$ cat src/rtl/led_blink_pattern_sequencer_assert.svh
// Assertion macros for the LED blink pattern sequencer.
// Included by the top level; uses no package and no other header.
`ifndef LED_BLINK_PATTERN_SEQUENCER_ASSERT_SVH
`define LED_BLINK_PATTERN_SEQUENCER_ASSERT_SVH

// Same-cycle implication, checked outside reset.
`define LBPS_ASSERT_NOW(label, clk, rst_n, ante, cons) \
    label: assert property (@(posedge clk) disable iff (!rst_n) (ante) |-> (cons)) \
        else $error("lbps assertion failed");

// Next-cycle implication, checked outside reset.
`define LBPS_ASSERT_NEXT(label, clk, rst_n, ante, cons) \
    label: assert property (@(posedge clk) disable iff (!rst_n) (ante) |=> (cons)) \
        else $error("lbps assertion failed");

`endif

$ cat src/rtl/lbps_pkg.sv
// Shared types and constants for the LED blink pattern sequencer.
// No dependencies; imported by lbps_seq and the top level.
`timescale 1ns / 1ps
`default_nettype none
package lbps_pkg;

    localparam int CFG_W          = 16;
    localparam int CFG_IDX_W      = 2;
    localparam int TICK_WIDTH_DEF = 16;

    typedef enum logic [1:0] {
        OP_TICK  = 2'd0,
        OP_START = 2'd1,
        OP_STOP  = 2'd2
    } t_opcode;

    typedef enum logic [2:0] {
        MODE_FOREVER = 3'd0,
        MODE_SLOW    = 3'd1,
        MODE_SINGLE  = 3'd2,
        MODE_DOUBLE  = 3'd3,
        MODE_CONT    = 3'd4
    } t_mode;

    typedef enum logic [1:0] {
        PH_STOPPED = 2'd0,
        PH_FLASH   = 2'd1,
        PH_OFF     = 2'd2,
        PH_PAUSE   = 2'd3
    } t_phase;

    typedef enum logic [CFG_IDX_W-1:0] {
        CFG_SLOW  = 2'd0,
        CFG_FAST  = 2'd1,
        CFG_PAUSE = 2'd2
    } t_cfg_idx;

    // Command word held in the input register.
    typedef struct packed {
        logic [1:0] opcode;
        logic [2:0] mode;
    } t_cmd;

    // Phase lengths from the configuration registers.
    typedef struct packed {
        logic [CFG_W-1:0] slow;
        logic [CFG_W-1:0] fast;
        logic [CFG_W-1:0] pause;
    } t_len_cfg;

    // Result of one command: LED level and phase after it.
    typedef struct packed {
        logic   led;
        t_phase phase;
    } t_seq_out;

endpackage
`default_nettype wire

$ cat src/rtl/led_blink_pattern_sequencer.sv
// LED blink pattern sequencer
//
// Input stream (s_axis): one command word per beat; tuser carries the opcode
// (tick, start with mode, or stop) and tdata the mode.
// Output stream (m_axis): exactly one result word per command, in order, giving
// the LED level and blink phase after that command.
// Config port: i_cfg_we writes i_cfg_data into register i_cfg_idx
// (0 slow length, 1 fast length, 2 pause length, in ticks); index 3 is dropped.
// Write config only while no command is in flight.
//
// Timing: an accepted word is held in the input register, and its result is
// registered into the output register once the output register is free.
// Throughput: one word per cycle while results are taken; each command is one
// decrement, one compare and a phase update in lbps_seq between the registers.
// Stall: while the output word waits, the input register still takes one more
// word; o_s_axis_tready drops only when both registers are full.
// Reset: LED off, phase stopped, lengths 500/100/1000, both registers empty.
`timescale 1ns / 1ps
`default_nettype none
`include "led_blink_pattern_sequencer_assert.svh"
module led_blink_pattern_sequencer
    import lbps_pkg::*;
#(
    parameter int TICK_WIDTH = TICK_WIDTH_DEF
) (
    input  wire logic                 i_clk,
    input  wire logic                 i_rst_n,
    input  wire logic                 i_s_axis_tvalid,
    output logic                      o_s_axis_tready,
    input  wire logic [7:0]           i_s_axis_tdata,   // mode[2:0], zero pad
    input  wire logic [1:0]           i_s_axis_tuser,   // opcode[1:0]
    output logic                      o_m_axis_tvalid,
    input  wire logic                 i_m_axis_tready,
    output logic [7:0]                o_m_axis_tdata,   // led_on[0], phase[2:1], zero pad
    input  wire logic                 i_cfg_we,
    input  wire logic [CFG_IDX_W-1:0] i_cfg_idx,
    input  wire logic [CFG_W-1:0]     i_cfg_data
);

    logic     r_in_valid;
    t_cmd     r_in_cmd;
    logic     r_out_valid;
    t_seq_out r_out;
    t_len_cfg r_len;
    t_seq_out w_next;
    logic     w_out_free;
    logic     w_adv;

    assign w_out_free      = !r_out_valid || i_m_axis_tready;
    assign w_adv           = r_in_valid && w_out_free;
    assign o_s_axis_tready = !r_in_valid || w_out_free;

    always_ff @(posedge i_clk) begin
        if (!i_rst_n) begin
            r_len.slow  <= CFG_W'(500);
            r_len.fast  <= CFG_W'(100);
            r_len.pause <= CFG_W'(1000);
        end else if (i_cfg_we) begin
            unique case (t_cfg_idx'(i_cfg_idx))
                CFG_SLOW:  r_len.slow  <= i_cfg_data;
                CFG_FAST:  r_len.fast  <= i_cfg_data;
                CFG_PAUSE: r_len.pause <= i_cfg_data;
                default: begin
                end
            endcase
        end
    end

    // input register: load a word whenever it is empty or moving on
    always_ff @(posedge i_clk) begin
        if (!i_rst_n) begin
            r_in_valid <= 1'b0;
        end else if (o_s_axis_tready) begin
            r_in_valid <= i_s_axis_tvalid;
        end
    end

    always_ff @(posedge i_clk) begin
        if (o_s_axis_tready && i_s_axis_tvalid) begin
            r_in_cmd.opcode <= i_s_axis_tuser;
            r_in_cmd.mode   <= i_s_axis_tdata[2:0];
        end
    end

    lbps_seq #(
        .TICK_WIDTH (TICK_WIDTH)
    ) u_seq (
        .i_clk   (i_clk),
        .i_rst_n (i_rst_n),
        .i_adv   (w_adv),
        .i_cmd   (r_in_cmd),
        .i_len   (r_len),
        .o_next  (w_next)
    );

    // output register: hold the word until taken
    always_ff @(posedge i_clk) begin
        if (!i_rst_n) begin
            r_out_valid <= 1'b0;
        end else if (w_out_free) begin
            r_out_valid <= r_in_valid;
        end
    end

    always_ff @(posedge i_clk) begin
        if (w_adv) begin
            r_out <= w_next;
        end
    end

    assign o_m_axis_tvalid = r_out_valid;
    assign o_m_axis_tdata  = {5'b0, r_out.phase, r_out.led};

    `LBPS_ASSERT_NOW(a_stall_src, i_clk, i_rst_n, !o_s_axis_tready,
        r_in_valid && r_out_valid && !i_m_axis_tready)
    `LBPS_ASSERT_NEXT(a_adv_fills_out, i_clk, i_rst_n, w_adv, r_out_valid)
    `LBPS_ASSERT_NOW(a_led_flash, i_clk, i_rst_n, r_out_valid,
        r_out.led == (r_out.phase == PH_FLASH))

endmodule
`default_nettype wire

$ cat src/rtl/lbps_seq.sv
// Blink sequencer state: phase, mode, countdown, LED level.
// Depends on lbps_pkg; one command is applied per i_adv cycle.
`timescale 1ns / 1ps
`default_nettype none
module lbps_seq
    import lbps_pkg::*;
#(
    parameter int TICK_WIDTH = TICK_WIDTH_DEF
) (
    input  wire logic     i_clk,
    input  wire logic     i_rst_n,
    input  wire logic     i_adv,
    input  wire t_cmd     i_cmd,
    input  wire t_len_cfg i_len,
    output t_seq_out      o_next
);

    logic [TICK_WIDTH-1:0] w_slow;
    logic [TICK_WIDTH-1:0] w_fast;
    logic [TICK_WIDTH-1:0] w_pause;
    logic [TICK_WIDTH-1:0] w_blink;

    t_phase                r_phase, n_phase;
    t_mode                 r_mode, n_mode;
    logic                  r_second, n_second;
    logic [TICK_WIDTH-1:0] r_cnt, n_cnt;
    logic                  r_run, n_run;
    logic                  r_led, n_led;

    // Fit the 16-bit lengths to the counter, saturating when it is narrower.
    generate
        if (TICK_WIDTH >= CFG_W) begin : g_wide
            assign w_slow  = TICK_WIDTH'(i_len.slow);
            assign w_fast  = TICK_WIDTH'(i_len.fast);
            assign w_pause = TICK_WIDTH'(i_len.pause);
        end else begin : g_narrow
            localparam logic [CFG_W-1:0] LIM = CFG_W'((64'd1 << TICK_WIDTH) - 64'd1);
            assign w_slow  = (i_len.slow  > LIM) ? '1 : i_len.slow[TICK_WIDTH-1:0];
            assign w_fast  = (i_len.fast  > LIM) ? '1 : i_len.fast[TICK_WIDTH-1:0];
            assign w_pause = (i_len.pause > LIM) ? '1 : i_len.pause[TICK_WIDTH-1:0];
        end
    endgenerate

    assign w_blink = (r_mode == MODE_SLOW) ? w_slow : w_fast;

    always_comb begin
        n_phase  = r_phase;
        n_mode   = r_mode;
        n_second = r_second;
        n_cnt    = r_cnt;
        n_run    = r_run;
        n_led    = r_led;
        if (i_adv) begin
            unique case (t_opcode'(i_cmd.opcode))
                OP_TICK: begin
                    if (r_phase != PH_STOPPED && r_run) begin
                        if (r_cnt > TICK_WIDTH'(1)) begin
                            n_cnt = r_cnt - TICK_WIDTH'(1);
                        end else begin
                            unique case (r_phase)
                                PH_FLASH: begin
                                    n_phase = PH_OFF;
                                    n_led   = 1'b0;
                                    n_cnt   = w_blink;
                                end
                                PH_OFF: begin
                                    if (r_mode == MODE_SINGLE ||
                                        (r_mode == MODE_DOUBLE && r_second)) begin
                                        n_second = 1'b0;
                                        n_phase  = PH_PAUSE;
                                        n_cnt    = w_pause;
                                    end else begin
                                        // second shot of a double flash, or plain blink
                                        if (r_mode == MODE_DOUBLE) begin
                                            n_second = 1'b1;
                                        end
                                        n_phase = PH_FLASH;
                                        n_led   = 1'b1;
                                        n_cnt   = w_blink;
                                    end
                                end
                                PH_PAUSE: begin
                                    n_phase = PH_FLASH;
                                    n_led   = 1'b1;
                                    n_cnt   = w_blink;
                                end
                                default: begin
                                end
                            endcase
                        end
                    end
                end
                OP_START: begin
                    // drop starts with an undefined mode
                    if (i_cmd.mode <= MODE_CONT) begin
                        n_mode   = t_mode'(i_cmd.mode);
                        n_second = 1'b0;
                        n_phase  = PH_FLASH;
                        n_led    = 1'b1;
                        if (i_cmd.mode == MODE_FOREVER) begin
                            n_run = 1'b0;
                            n_cnt = '0;
                        end else begin
                            n_run = 1'b1;
                            n_cnt = (i_cmd.mode == MODE_SLOW) ? w_slow : w_fast;
                        end
                    end
                end
                OP_STOP: begin
                    n_run   = 1'b0;
                    n_phase = PH_STOPPED;
                    n_led   = 1'b0;
                end
                default: begin
                end
            endcase
        end
    end

    always_ff @(posedge i_clk) begin
        if (!i_rst_n) begin
            r_phase  <= PH_STOPPED;
            r_mode   <= MODE_FOREVER;
            r_second <= 1'b0;
            r_cnt    <= '0;
            r_run    <= 1'b0;
            r_led    <= 1'b0;
        end else begin
            r_phase  <= n_phase;
            r_mode   <= n_mode;
            r_second <= n_second;
            r_cnt    <= n_cnt;
            r_run    <= n_run;
            r_led    <= n_led;
        end
    end

    assign o_next.led   = n_led;
    assign o_next.phase = n_phase;

endmodule
`default_nettype wire

$ cat config.mk
export PLATFORM = sky130hd
export DESIGN_NAME = led_blink_pattern_sequencer
export DESIGN_NICKNAME = d
export VERILOG_FILES = /design/src/rtl/lbps_pkg.sv /design/src/rtl/led_blink_pattern_sequencer.sv /design/src/rtl/lbps_seq.sv
export VERILOG_INCLUDE_DIRS = /design/src /design/src/rtl
export SDC_FILE = /design/constraint.sdc
export NUM_CORES = 1
export LEC_CHECK = 0
export BUFFER_PORTS_ARGS = -buffer_cell sky130_fd_sc_hd__buf_2
export CORE_MARGIN = 2
export CORE_UTILIZATION = 60
export DETAILED_ROUTE_END_ITERATION = 10
export PLACE_DENSITY = 0.83
export SLEW_MARGIN = 20
export SYNTH_ARGS = -nofsm -noshare
export SYNTH_HDL_FRONTEND = slang
export SYNTH_SLANG_ARGS = --single-unit
$ cat constraint.sdc
create_clock -name i_clk -period 3.25 [get_ports i_clk]
set_input_delay 0.325 -clock i_clk [delete_from_list [all_inputs] [get_ports i_clk]]
set_output_delay 0.325 -clock i_clk [all_outputs]
set_load 0.05 [all_outputs]
==> impl_metrics.csv <==
group,metric,value,unit
outcome,status,"finished, final reports clean",
synth,synth_ff_type,"dfxtp_1",
setup_path,critical_path.max_stage_delay,0.59,ns
die,rows,30,
setup_path,cp-start-kind,"flop",
worst_hold_path,hp-class,"input port to flop",
cts,cts_resized,0,
die,core-area,0.006794,mm²
cts,cts_tree,"built",
grt,first_global_vias,3686,
cts,path_clk_slew,0.08,ns
sta,post-route-period-util,83.20,%
synth,synth_edf_count,8,
setup_path,rr_worst_depth,8,
synth,synth_top_area_share,35.22,%
synth,synth_seq_area_share,40.93,%
synth,synth-seq-cells,82,
routing,antenna_left,0,
synth,synthCells,517,
power_and_ir_drop,p_leak,1.766,nW
finish,multi_input_area,0.002316,mm²
cts,cts_buffers,9,
grt,grt_max_degree,43,
setup_path,arrival,2.93,ns
cts,clkSinkCount,82,
cts,cts-root-buf,"clkbuf_8",
finish,final_common_cell,"nand2_1",
place,place_hpwl,7103,µm
grt,grt_usage,30.16,%
synth,async_flop_share,0,%
place,numPortBuffers,32,
die,die_area,0.007697,mm²
routing,vias,3934,
die,dieWidth,87.73,µm
cts,postCtsHoldBufs,0,
power_and_ir_drop,peakVddDrop,0.4194,mV
setup_path,end_kind,"flop",
power_and_ir_drop,p_per_area,474.6,mW/mm²
finish,layout_common_cells,"nand2_1 (115), dfxtp_1 (74), a21oi_1 (56)",
routing,drt_pre_antenna_iters,5,
job,maxCapViolCount,0,
sta,post-route-min-period,2.704,ns
finish,fin_nets,568,
cts,cts_htree_levels,3,
synth,avgSynthCellArea,8.136,µm²
grt,antenna_found_initial,0,
synth,yosysWarningCount,0,
worst_hold_path,min_path_cells,1,
finish,nFillCells,555,
finish,antenna_cells,0,
synth,yosys.area.top_type,"dfxtp_1",
die,initial_core_util,61.92,%
die,io_pins,43,
sta,setup_violations,0,
cts,cts.path.max_buffers,2,
grt,overflow,0,
sta,finalClockSkew,0.009138,ns
worst_hold_path,min_to,"r_in_cmd[1]$_DFFE_PP_",
synth,synth_cell_types,57,
finish,final-seq-area,0.001722,mm²
synth,synth_area_leaders,"dfxtp_1 (35%), nand2_1 (10%), mux2i_1 (8.3%)",
finish,drive_gt1_share,12.66,%
sta,worstMarginPinSlew,0.8410,ns
routing,wl,11030,µm
routing,viasPerCell,6.215,
routing,wire_per_inst,17.43,µm
setup_path,reg2reg_to,"u_seq.r_cnt[9]$_SDFFE_PN0P_",
worst_hold_path,hold_start,"i_s_axis_tdata[1]",
place,gp_congestion,0.8899,
sta,holdWs,0.1443,ns
sta,hold_viol,0,
routing,drtIter0Drc,374,
setup_path,worstPathCellList,"inv_1, ha_1, nor2_1, nor4_1, nand3_1, a211oi_1, a211o_1, o21ai_0",
sta,slew_headroom,43.93,%
synth,syn_area,0.004207,mm²
routing,drc,0,
sta,maxSlewViolCount,0,
die,die_y,87.73,µm
cts,postCtsSetupBuffers,0,
sta,max_freq,369.8,MHz
grt,grt_pass1_wl,17780,µm
setup_path,crit_fanout,11,
sta,rsz0062_at_grt,"false",
setup_path,worstSetupPathType,"flop to flop",
setup_path,slowest_stage,"nand3_1",
sta,fin_tns_setup,0,ns
finish,syn2layout_area_growth,8.775,%
setup_path,r2r_setup_slack,0.55,ns
setup_path,crit-reg2reg-launch,"u_seq.r_cnt[0]$_SDFFE_PN0P_",
cts,clock_latency,0.35,ns
setup_path,cp.required,3.47,ns
-- sequential cells by signal, summed over array words and instances, names as in the netlist --
register         cells
o_m_axis_tdata       3
r_len               48
u_seq.r_cnt         16
u_seq.r_mode         3
u_seq.r_phase        2
u_seq.r_second       1
r_in_valid           1
r_in_cmd             5
o_m_axis_tvalid      1
u_seq.r_run          1
u_seq.r_led          1
-- synth_stat cells (6+ instances only) --
master and count:
a21oi_1 56, and2_1 6, buf_2 7, buf_4 6, clkbuf_1 23, dfxtp_1 74, edfxtp_1 8, mux2i_1 35
nand2_1 115, nand3_1 22, nor2_1 31, nor3_1 8, o21ai_0 18, xor2_1 6
-- cells by family after synthesis --
logic type	share of synthesized area, %
compound gates	17.40
xor+xnor	2.290
fa+ha+maj	0.5948
buf+inv	4.759
flops	40.93
mux	8.596
other cells	0.08915
simple gates	25.34
-- layout make-up --
class	count	area share [%]
clock buffers	12	3.172
clock inverters	3	0.9024
inverters	5	0.4102
multi-input cells	396	50.62
flip-flops and latches	82	37.63
well taps	96	2.625
repair buffers	39	4.649
-- worst max-delay path by stage --
stage / end / from / slack, ns / cells after the start
finish: u_seq.r_cnt[9]$_SDFFE_PN0P_ / u_seq.r_cnt[0]$_SDFFE_PN0P_ / 0.55 / 8
CTS: u_seq.r_cnt[9]$_SDFFE_PN0P_ / u_seq.r_cnt[0]$_SDFFE_PN0P_ / 0.72 / 8
global placement: u_seq.r_cnt[5]$_SDFFE_PN0P_ / u_seq.r_cnt[0]$_SDFFE_PN0P_ / 0.87 / 8
floorplan: o_m_axis_tdata[0]$_DFFE_PP_ / u_seq.r_cnt[0]$_SDFFE_PN0P_ / 1.16 / 10
detailed placement: u_seq.r_cnt[9]$_SDFFE_PN0P_ / u_seq.r_cnt[0]$_SDFFE_PN0P_ / 0.74 / 8
global route: u_seq.r_cnt[9]$_SDFFE_PN0P_ / u_seq.r_cnt[0]$_SDFFE_PN0P_ / 0.38 / 8
-- metal layers --
| metal | up-vias | global-route usage (%) | share of wire (%) |
|---|---|---|---|
| met3 | 38 | 4.807 | 8.1 |
| met1 | 1839 | 39.73 | 42 |
| met5 | - | 0 | 0 |
| li1 | 1839 | - | - |
| met2 | 218 | 48.90 | 47 |
| met4 | 0 | 13.57 | 2.8 |
-- critical path, delay by kind of cell, from the launching register on --
family / cells / cell delay, ns
simple gates: 3 / 1.17
compound gates: 3 / 0.64
flops: 1 / 0.35
fa+ha+maj: 1 / 0.29
buf+inv: 1 / 0.13
-- per-stage QoR --
step	instance area (µm²)	worst slack [ns]	cells	total power (W)	utilization, %
floorplan	4222	1.163	521	0.001354	-
global placement	4383	0.8673	618	0.001429	64.51
detailed placement	4383	0.7386	618	0.001442	64.51
CTS	4569	0.7153	633	0.002156	67.26
global route	4576	0.3842	633	0.002241	67.35
finish	4576	0.5461	633	0.002171	67.35
-- where the power goes --
group          switching, W  internal, W  total (W)
registers         0.0000324      0.00106    0.00109
clock network      0.000364     0.000372   0.000736
logic              0.000230     0.000116   0.000346
No activity file was read; power rests on OpenSTA's default activity.
